===== src/rtl/twbs_pkg.sv =====
// ----------------------------------------------------------------------------
// twbs_pkg: shared types and phase decoding for the two-wire byte sender
// Holds the phase numbering of one byte frame and the function that maps a
// phase number and the byte to the pin levels of that phase.
// ----------------------------------------------------------------------------
package twbs_pkg;

  localparam int unsigned ByteW  = 8;
  localparam int unsigned PhaseW = 5;

  typedef logic [ByteW-1:0]  byte_t;
  typedef logic [PhaseW-1:0] phase_t;

  // Phase numbering of a full frame. An item without start begins at
  // PhBit0, and an item without stop ends at PhAck2.
  localparam phase_t PhStart0 = 5'd0;
  localparam phase_t PhStart1 = 5'd1;
  localparam phase_t PhBit0   = 5'd2;
  localparam phase_t PhBitEnd = 5'd17;
  localparam phase_t PhAck0   = 5'd18;
  localparam phase_t PhAck1   = 5'd19;
  localparam phase_t PhAck2   = 5'd20;
  localparam phase_t PhStop0  = 5'd21;
  localparam phase_t PhStop1  = 5'd22;
  localparam phase_t PhStop2  = 5'd23;
  localparam phase_t PhStop3  = 5'd24;

  typedef struct packed {
    logic clock_level;
    logic data_level;
    logic data_drive;
    logic ack_sample;
  } pins_t;

  // Pin levels of one phase. A released data pin reads as high.
  function automatic pins_t phase_pins(phase_t ph, byte_t data);
    pins_t  p;
    phase_t j;
    p = '{clock_level: 1'b0, data_level: 1'b1, data_drive: 1'b0, ack_sample: 1'b0};
    j = ph - PhBit0;
    if (ph >= PhBit0 && ph <= PhBitEnd) begin
      p.clock_level = j[0];
      p.data_level  = data[j[3:1]];
      p.data_drive  = 1'b1;
    end else begin
      unique case (ph)
        PhStart0: begin
          p.clock_level = 1'b1;
          p.data_drive  = 1'b1;
        end
        PhStart1: begin
          p.clock_level = 1'b1;
          p.data_level  = 1'b0;
          p.data_drive  = 1'b1;
        end
        PhAck0:  p.ack_sample  = 1'b1;
        PhAck1:  p.clock_level = 1'b1;
        PhAck2:  p.clock_level = 1'b0;
        PhStop0: p.clock_level = 1'b0;
        PhStop1: begin
          p.data_level = 1'b0;
          p.data_drive = 1'b1;
        end
        PhStop2: begin
          p.clock_level = 1'b1;
          p.data_level  = 1'b0;
          p.data_drive  = 1'b1;
        end
        PhStop3: begin
          p.clock_level = 1'b1;
          p.data_drive  = 1'b1;
        end
        default: p = '{clock_level: 1'b0, data_level: 1'b1, data_drive: 1'b0,
                       ack_sample: 1'b0};
      endcase
    end
    return p;
  endfunction

endpackage


===== src/rtl/two_wire_byte_sender_core.sv =====
// ----------------------------------------------------------------------------
// two_wire_byte_sender_core: byte to pin-phase sequencer for a two-wire bus
// Each input request carries one byte with start and stop flags; the block
// emits one output request per pin phase, least significant bit first.
// ----------------------------------------------------------------------------
// Usage: the input channel takes a byte with its first/last flags. The output
// channel returns one pin phase per request: clock level, data level, data
// drive enable, an acknowledge sample marker and a marker on the final phase
// of the byte. A byte gives 19 phases, plus 2 when it opens with a start
// condition and plus 4 when it closes with a stop condition (at most 25).
// An accepted byte enters the byte holding register, and each phase then
// passes the output register. One phase leaves per cycle unless the receiver
// stalls, as the phase counter walks the held byte. The next byte is accepted
// in the same cycle as the final phase of the current byte is loaded into
// the output register, so phases of consecutive bytes follow without a gap.
// Reset empties both the byte holding register and the output register.
// When the receiver stalls, the output register holds its phase, the phase
// counter stops and the input waits until the final phase has been loaded.
// ----------------------------------------------------------------------------
module two_wire_byte_sender_core (
  input  logic                 clk_i,
  input  logic                 rst_ni,
  input  logic                 in_valid_i,
  output logic                 in_ready_o,
  input  twbs_pkg::byte_t      data_byte_i,
  input  logic                 first_byte_i,
  input  logic                 last_byte_i,
  output logic                 out_valid_o,
  input  logic                 out_ready_i,
  output logic                 clock_level_o,
  output logic                 data_level_o,
  output logic                 data_drive_o,
  output logic                 ack_sample_o,
  output logic                 phase_last_o
);
  import twbs_pkg::*;

  // Byte holding register and its phase counter.
  logic   busy_q, busy_d;
  byte_t  byte_q;
  logic   last_q;
  phase_t phase_q, phase_d;

  // Output register.
  logic   out_valid_q, out_valid_d;
  pins_t  pins_q;
  logic   phase_last_q;

  logic   out_load;
  logic   final_phase;
  logic   in_accept;
  pins_t  pins_next;

  // The output register can take a new phase when it is empty or being read.
  assign out_load    = !out_valid_q || out_ready_i;
  assign final_phase = last_q ? (phase_q == PhStop3) : (phase_q == PhAck2);
  assign pins_next   = phase_pins(phase_q, byte_q);

  // A new byte may enter when none is held or the held one is finishing.
  assign in_ready_o = !busy_q || (out_load && final_phase);
  assign in_accept  = in_valid_i && in_ready_o;

  always_comb begin
    busy_d      = busy_q;
    phase_d     = phase_q;
    out_valid_d = out_valid_q;
    if (out_load) begin
      out_valid_d = busy_q;
      if (busy_q) begin
        phase_d = phase_q + 5'd1;
        if (final_phase) begin
          busy_d = 1'b0;
        end
      end
    end
    if (in_accept) begin
      busy_d  = 1'b1;
      phase_d = first_byte_i ? PhStart0 : PhBit0;
    end
  end

  always_ff @(posedge clk_i or negedge rst_ni) begin
    if (!rst_ni) begin
      busy_q      <= 1'b0;
      phase_q     <= PhStart0;
      out_valid_q <= 1'b0;
    end else begin
      busy_q      <= busy_d;
      phase_q     <= phase_d;
      out_valid_q <= out_valid_d;
    end
  end

  // Payload registers need no reset.
  always_ff @(posedge clk_i) begin
    if (in_accept) begin
      byte_q <= data_byte_i;
      last_q <= last_byte_i;
    end
    if (out_load && busy_q) begin
      pins_q       <= pins_next;
      phase_last_q <= final_phase;
    end
  end

  assign out_valid_o   = out_valid_q;
  assign clock_level_o = pins_q.clock_level;
  assign data_level_o  = pins_q.data_level;
  assign data_drive_o  = pins_q.data_drive;
  assign ack_sample_o  = pins_q.ack_sample;
  assign phase_last_o  = phase_last_q;

endmodule

===== config.mk =====
export PLATFORM = sky130hd
export DESIGN_NAME = two_wire_byte_sender_core
export DESIGN_NICKNAME = d
export VERILOG_FILES = /design/src/rtl/twbs_pkg.sv /design/src/rtl/two_wire_byte_sender_core.sv
export SDC_FILE = /design/constraint.sdc
export NUM_CORES = 1
export LEC_CHECK = 0
export BUFFER_PORTS_ARGS = -buffer_cell sky130_fd_sc_hd__buf_2
export CAP_MARGIN = 20
export CORE_MARGIN = 3
export CORE_UTILIZATION = 57
export DETAILED_ROUTE_END_ITERATION = 8
export PLACE_DENSITY = 0.93
export SYNTH_ARGS = -nofsm -noshare
export SYNTH_HDL_FRONTEND = slang
export SYNTH_SLANG_ARGS = --single-unit

===== constraint.sdc =====
create_clock -name clk_i -period 3.4 [get_ports clk_i]
set_clock_uncertainty 0.1 [all_clocks]
set_input_delay 0.34 -clock clk_i [delete_from_list [all_inputs] [get_ports clk_i]]
set_output_delay 0.34 -clock clk_i [all_outputs]
set_load 0.005 [all_outputs]

Word-level counts from Yosys, hierarchy flattened
Cells that the tools add are included.
{"block": "classes", "n_addsub": 2, "magnitude_cmp": 3, "n_eq_ne": 7, "mux": 16, "n_reduce_logical": 15}
{"cell": "5-bit == test (second input constant)", "count": 6}
{"cell": "5-bit 2-to-1 mux", "count": 3}
{"cell": "1-bit 2-to-1 mux", "count": 10}
{"cell": "5-bit OR reduction", "count": 2}
{"cell": "5-bit by 1-bit adder with 5-bit output (second input constant)", "count": 1}
{"cell": "5-bit by 1-bit == test with 1-bit output (second input constant)", "count": 1}
{"cell": "5-bit by 2-bit greater-or-equal comparator with 1-bit output (second input constant)", "count": 1}
{"cell": "5-bit <= comparator (second input constant)", "count": 1}
{"cell": "5-bit logical NOT", "count": 1}
{"cell": "1-bit logical AND", "count": 4}
{"cell": "3-bit by 4-bit < comparator with 1-bit output (second input constant)", "count": 1}
{"cell": "2-bit nonzero test", "count": 2}
{"cell": "4-bit by 2-bit subtractor with 4-bit output (second input constant)", "count": 1}
{"cell": "1-bit binary-select mux with 3-bit select", "count": 1}
{"cell": "3-bit 2-to-1 mux", "count": 1}
{"cell": "3-bit OR reduction", "count": 1}
{"cell": "1-bit logical NOT", "count": 2}
{"cell": "1-bit logical OR", "count": 2}
{"cell": "2-bit 2-to-1 mux", "count": 1}
{"cell": "2-bit AND reduction", "count": 1}
{"block": "word_totals", "reg_bits": 21, "out_inout_bits": 7, "wordCells": 53}

Depth between registers and ports, before layout
{"block": "depth", "ltp_word": 7, "depth_mapped": 7, "mapped_depth_nobuf": 6}

Worst setup path after synthesis
Ideal clock, no wire load.
{"block": "synth_path", "path_type": "flip-flop to flip-flop", "start": "reg phase_q[1]", "end": "reg byte_q[0], enable pin", "setup_time_ps": 397, "arrival_time_ps": 1831, "required_time_ps": 2903, "slack_ps": 1073, "path_stages_with_launch": 5, "synth_period_minus_slack_ps": 2327, "cell_sequence": "dfrtp_1 -> inv_1 -> ha_1 -> o2111ai_1 -> a21boi_0"}
{"block": "synth_via", "elab_chain_len": 5, "elab_cells_between_ends": 6, "classes_between": "2 x eq/ne; 1 x mux; 3 x reduce/logical"}
{"element": "start, declared", "line_no": "two_wire_byte_sender_core.sv:42", "source": "phase_t phase_q, phase_d;"}
{"element": "start signal, assigned", "line_no": "two_wire_byte_sender_core.sv:85", "source": "phase_q <= PhStart0;"}
{"element": "start signal, assigned", "line_no": "two_wire_byte_sender_core.sv:89", "source": "phase_q <= phase_d;"}
{"element": "5-bit == test", "line_no": "two_wire_byte_sender_core.sv:56", "source": "assign final_phase = last_q ? (phase_q == PhStop3) : (phase_q == PhAck2);"}
{"element": "1-bit 2-to-1 mux *", "line_no": "two_wire_byte_sender_core.sv:56"}
{"element": "1-bit logical AND *", "line_no": "two_wire_byte_sender_core.sv:60", "source": "assign in_ready_o = !busy_q || (out_load && final_phase);"}
{"element": "1-bit logical OR *", "line_no": "two_wire_byte_sender_core.sv:60"}
{"element": "1-bit logical AND *", "line_no": "two_wire_byte_sender_core.sv:61", "source": "assign in_accept = in_valid_i && in_ready_o;"}
{"element": "via in_accept", "line_no": "two_wire_byte_sender_core.sv:51", "source": "logic in_accept;"}
{"element": "end signal, assigned", "line_no": "two_wire_byte_sender_core.sv:97", "source": "byte_q <= data_byte_i;"}
{"element": "end, declared", "line_no": "two_wire_byte_sender_core.sv:40", "source": "byte_t byte_q;"}
Mark *: on every way through the listed nets, which the timed path passes. The rest lies on a longest branch.
A chain may end at the register's enable or synchronous reset.

==> results.md <==
- The run finished with clean final reports.
- The synthesized netlist devotes 7.87% of its cell area to adder and majority cells.
- The smallest setup slack after layout is around 1.3 ns.
- The net count after synthesis is approximately 110.
- The flip-flop and latch count after synthesis is 21.
- VDD sags by at most 440 µV.
- The tool flagged a number of max-cap violations equal to 0.
- Detailed routing inserted a total of between 700 and 800 vias.
- The height of the die is approximately 50 µm.
- The multiplexer share of the synthesized area is around 8.7%.
- The number of antenna-violating nets in the routed design is 0.
- Based on the critical path, the design can be clocked at up to 485 MHz.
- The total placed instance area is roughly 1200 µm².
- The completed layout was analyzed and its total power is ~900 µW.
- For this run, the share of the core covered by cells in the final layout is 71.2%.
- For flop-to-flop paths, the worst setup slack is between 1 and 1.5 ns.
- The static leakage power is approximately 0.54 nW.
- The kind of end point of the critical path is a flip-flop.
- After routing the design area is 1270 µm².
- The share of final-layout standard cells stronger than drive strength 1 is around 25%.
- After routing, the total negative slack on setup checks comes to 0 ns.
- Summing the areas of all compound-gate instances in the mapped netlist gives 14.1% of the synthesized area.
- The die width is 50.2 µm.
- The core region area is 1780 µm².
- Timing analysis after detailed placement gives a worst setup slack of between 1 and 1.5 ns.
- The weighted congestion reported at the end of routability-driven placement is about 0.83.
- The number of cells produced by synthesis is 90.
- The largest family of logic cells by synthesized area is compound AO/OA/AOI/OAI gates.
- For the finished layout, the period the worst path requires is ~2 ns.
- The cell area power density is ~700 nW/µm².
- The number of hold buffers added after CTS was 1.
- In this run the tool buffered the top-level ports with 20 buffer cells.
- The die covers 2520 µm².
- After detailed placement, the design holds a cell count of 133.
- The path class of the tightest hold or removal check is in2reg.
- The number of hold violations in the final report is 0.
- STA classifies the critical path startpoint as a flip-flop.
- The total number of yosys warnings is 0.
- The total length of routed wires is 1840 µm.
- Summed over its instances, the top area cell type makes up 37.8% of the synthesized netlist area.
- In this run, the number of DRC markers left after iteration 0 of detailed routing was 18.
- Setup repair after global routing left no endpoint under its margin.
- The post-cts resize count is 0.
- The number of filler instances in the final layout is about 120.
- The maximum number of pins on one net before global-route repair is 13.
- After clock tree synthesis, the setup repair step added 0 buffers.
- In the routed design, unresolved DRC markers number 0.
- The worst endpoint required time is 3.37 ns.
- Summing all flip-flop and latch instances after layout gives between 500 and 600 µm².
- In the post-synthesis netlist, the biggest area contributors are sky130_fd_sc_hd__edfxtp_1 (38%), sky130_fd_sc_hd__dfrtp_1 (16%), sky130_fd_sc_hd__ha_1 (7.9%).
- The number of nets in the finished design is about 140.
- The post-route worst hold slack is ~0.11 ns.
- The source-to-sink clock delay at the later pin of the worst-skew pair is roughly 0.30 ns.
- The longest clock path from root to sink contains 2 buffers.
- The starting density of the core is a little over 60%.
- In this run the clock root is driven by a sky130_fd_sc_hd__clkbuf_4.
- The final number of max-transition violations is 0.
- Leaving out filler cells and counting taps, the final layout contains around 140.
- The clock-pin slew of the registers on the worst-case setup and hold paths is 0.12 ns.
- The via count of the first global-routing pass was between 700 and 800.
- The routed wirelength normalized by instance count is around 13 µm.
- The worst slew margin relative to its limit is around 64%.
- The I/O pin total is 21.
- In this run, CTS created clock tree buffers numbering 3.
- The number of antenna violations at the first check in global routing is 0.
- The number of failing setup endpoints in the final timing report is 0.
- The count of standard-cell rows is 15.
- The register area share after synthesis is 53.5%.
- The average footprint of a synthesized cell is 12.4 µm².
- The HPWL after detailed placement is between 1000 and 1500 µm.
- The simple logic cell fraction of the synthesized area is a little under an eighth.
- For this run, the detailed router's first-pass iteration total came to 4.
- After layout, the worst path uses approximately three fifths of the clock period.
- Counting distinct cell types in the post-synthesis netlist gives 36.
- The mapped netlist covers 1110 µm².
- The global-route total usage across every layer is approximately 17%.
- 0 antenna diodes ended up in the layout.
- For the worst setup path, the data arrival time is roughly 2.0 ns.
- The dominant cell type by area after synthesis is sky130_fd_sc_hd__edfxtp_1.
- The area added between synthesis and finish is 14.1%.
- The first-pass GRT wire length is roughly 3200 µm.
- The vias per cell is 5.60.
- The clock sink count is 21.
- In this run the number of H-tree levels came out at 1.
- The maximum fanout along the worst path is 6.
- The TritonCTS clock tree is built.
- The multi-input combinational cells in the finished layout cover a total of roughly 480 µm².
- The total congestion overflow after global routing is 0.
- The pin slew with the least headroom to its limit is ~0.53 ns.
- The area share of xor/xnor cells in the synthesized design is 0.787%.
- The type of the worst setup path is reg2reg.
-- area by class of cell --
type	instances	share of cell area [%]
multi-input cells	61	37.7
repair buffers	22	9.27
inverters	5	1.48
clock buffers	3	1.78
flip-flops and latches	21	46.9
well taps	25	2.47
clock inverters	1	0.394
-- critical path: stages, from the launching register on --
cell and delay, ns:
sky130_fd_sc_hd__dfrtp_1 0.49, sky130_fd_sc_hd__inv_1 0.16, sky130_fd_sc_hd__ha_1 0.24, sky130_fd_sc_hd__nor2b_1 0.15, sky130_fd_sc_hd__a21oi_1 0.13, sky130_fd_sc_hd__o22a_1 0.21
sky130_fd_sc_hd__mux2_2 0.34
-- cells in the mapped netlist, drive strengths merged --
| library cell | count |
|---|---|
| o2111ai | 1 |
| a21boi | 1 |
| a21oi | 7 |
| o221ai | 1 |
| inv | 5 |
| ha | 7 |
| mux2i | 4 |
| or2b | 1 |
| xnor2 | 1 |
| and3b | 1 |
| o211a | 1 |
| o211ai | 1 |
| o21ai | 3 |
| nand2b | 6 |
| dfrtp | 7 |
| o31ai | 1 |
| edfxtp | 14 |
| nor2 | 1 |
| nor4 | 1 |
| o22ai | 1 |
| mux4 | 2 |
| buf | 3 |
| a21o | 1 |
| nand2 | 7 |
| nor2b | 1 |
| or4 | 1 |
| o22a | 1 |
| or3 | 2 |
| o32ai | 1 |
| nor3b | 1 |
| o31a | 1 |
| a221oi | 1 |
| mux2 | 1 |
| nand3 | 1 |
| a211oi | 1 |
-- kinds of logic (layout without fill, tap and decap cells) --
logic type                 count (synthesis)  in the layout
adders and majority gates                  7              7
and+or+nand+nor                           23             23
muxes                                      7              7
DFF                                       21             21
xor gates and xnor gates                   1              1
AOI/OAI and AO/OA                         23             23
buffers and inverters                      8             31
-- state kept, by name (all words and copies together), names as in the netlist --
| name | flops |
|---|---|
| ack_sample_o | 1 |
| phase_q | 5 |
| busy_q | 1 |
| data_level_o | 1 |
| clock_level_o | 1 |
| phase_last_o | 1 |
| data_drive_o | 1 |
| out_valid_o | 1 |
| last_q | 1 |
| byte_q | 8 |
-- per-layer routing --
| layer | global-route usage, % | routed length (µm) |
|---|---|---|
| met1 | 22.0 | 837 |
| met2 | 27.0 | 881 |
| met3 | 2.67 | 90 |
| met4 | 6.91 | 31 |
| met5 | 0 | 0 |
-- placed cells by master, fill, tap and decap left out, drive strengths merged, types with 2 or more instances in the layout --
cell and instances:
nand2 7, mux4 2, clkbuf 3, buf 21, ha 7, nand2b 6, inv 5, edfxtp 14
dfrtp 7, a21oi 7, or3 2, o21ai 3, mux2i 4
-- worst paths after layout --
check	start	end	cells after the start
max	phase_q[1]	clock_level_o	6
min	last_byte_i	last_q	1
max reg2reg	phase_q[1]	clock_level_o	6
min reg2reg	out_valid_o	out_valid_o	2
max in group asynchronous	rst_ni	phase_q[2]	2
min in group asynchronous	rst_ni	busy_q	2
-- power by group --
group / switching [mW] / internal (mW) / total, mW
clock network: 0.0716 / 0.0437 / 0.115
registers: 0.0707 / 0.333 / 0.404
logic: 0.178 / 0.189 / 0.366
Power figures use the tool's default switching activity.
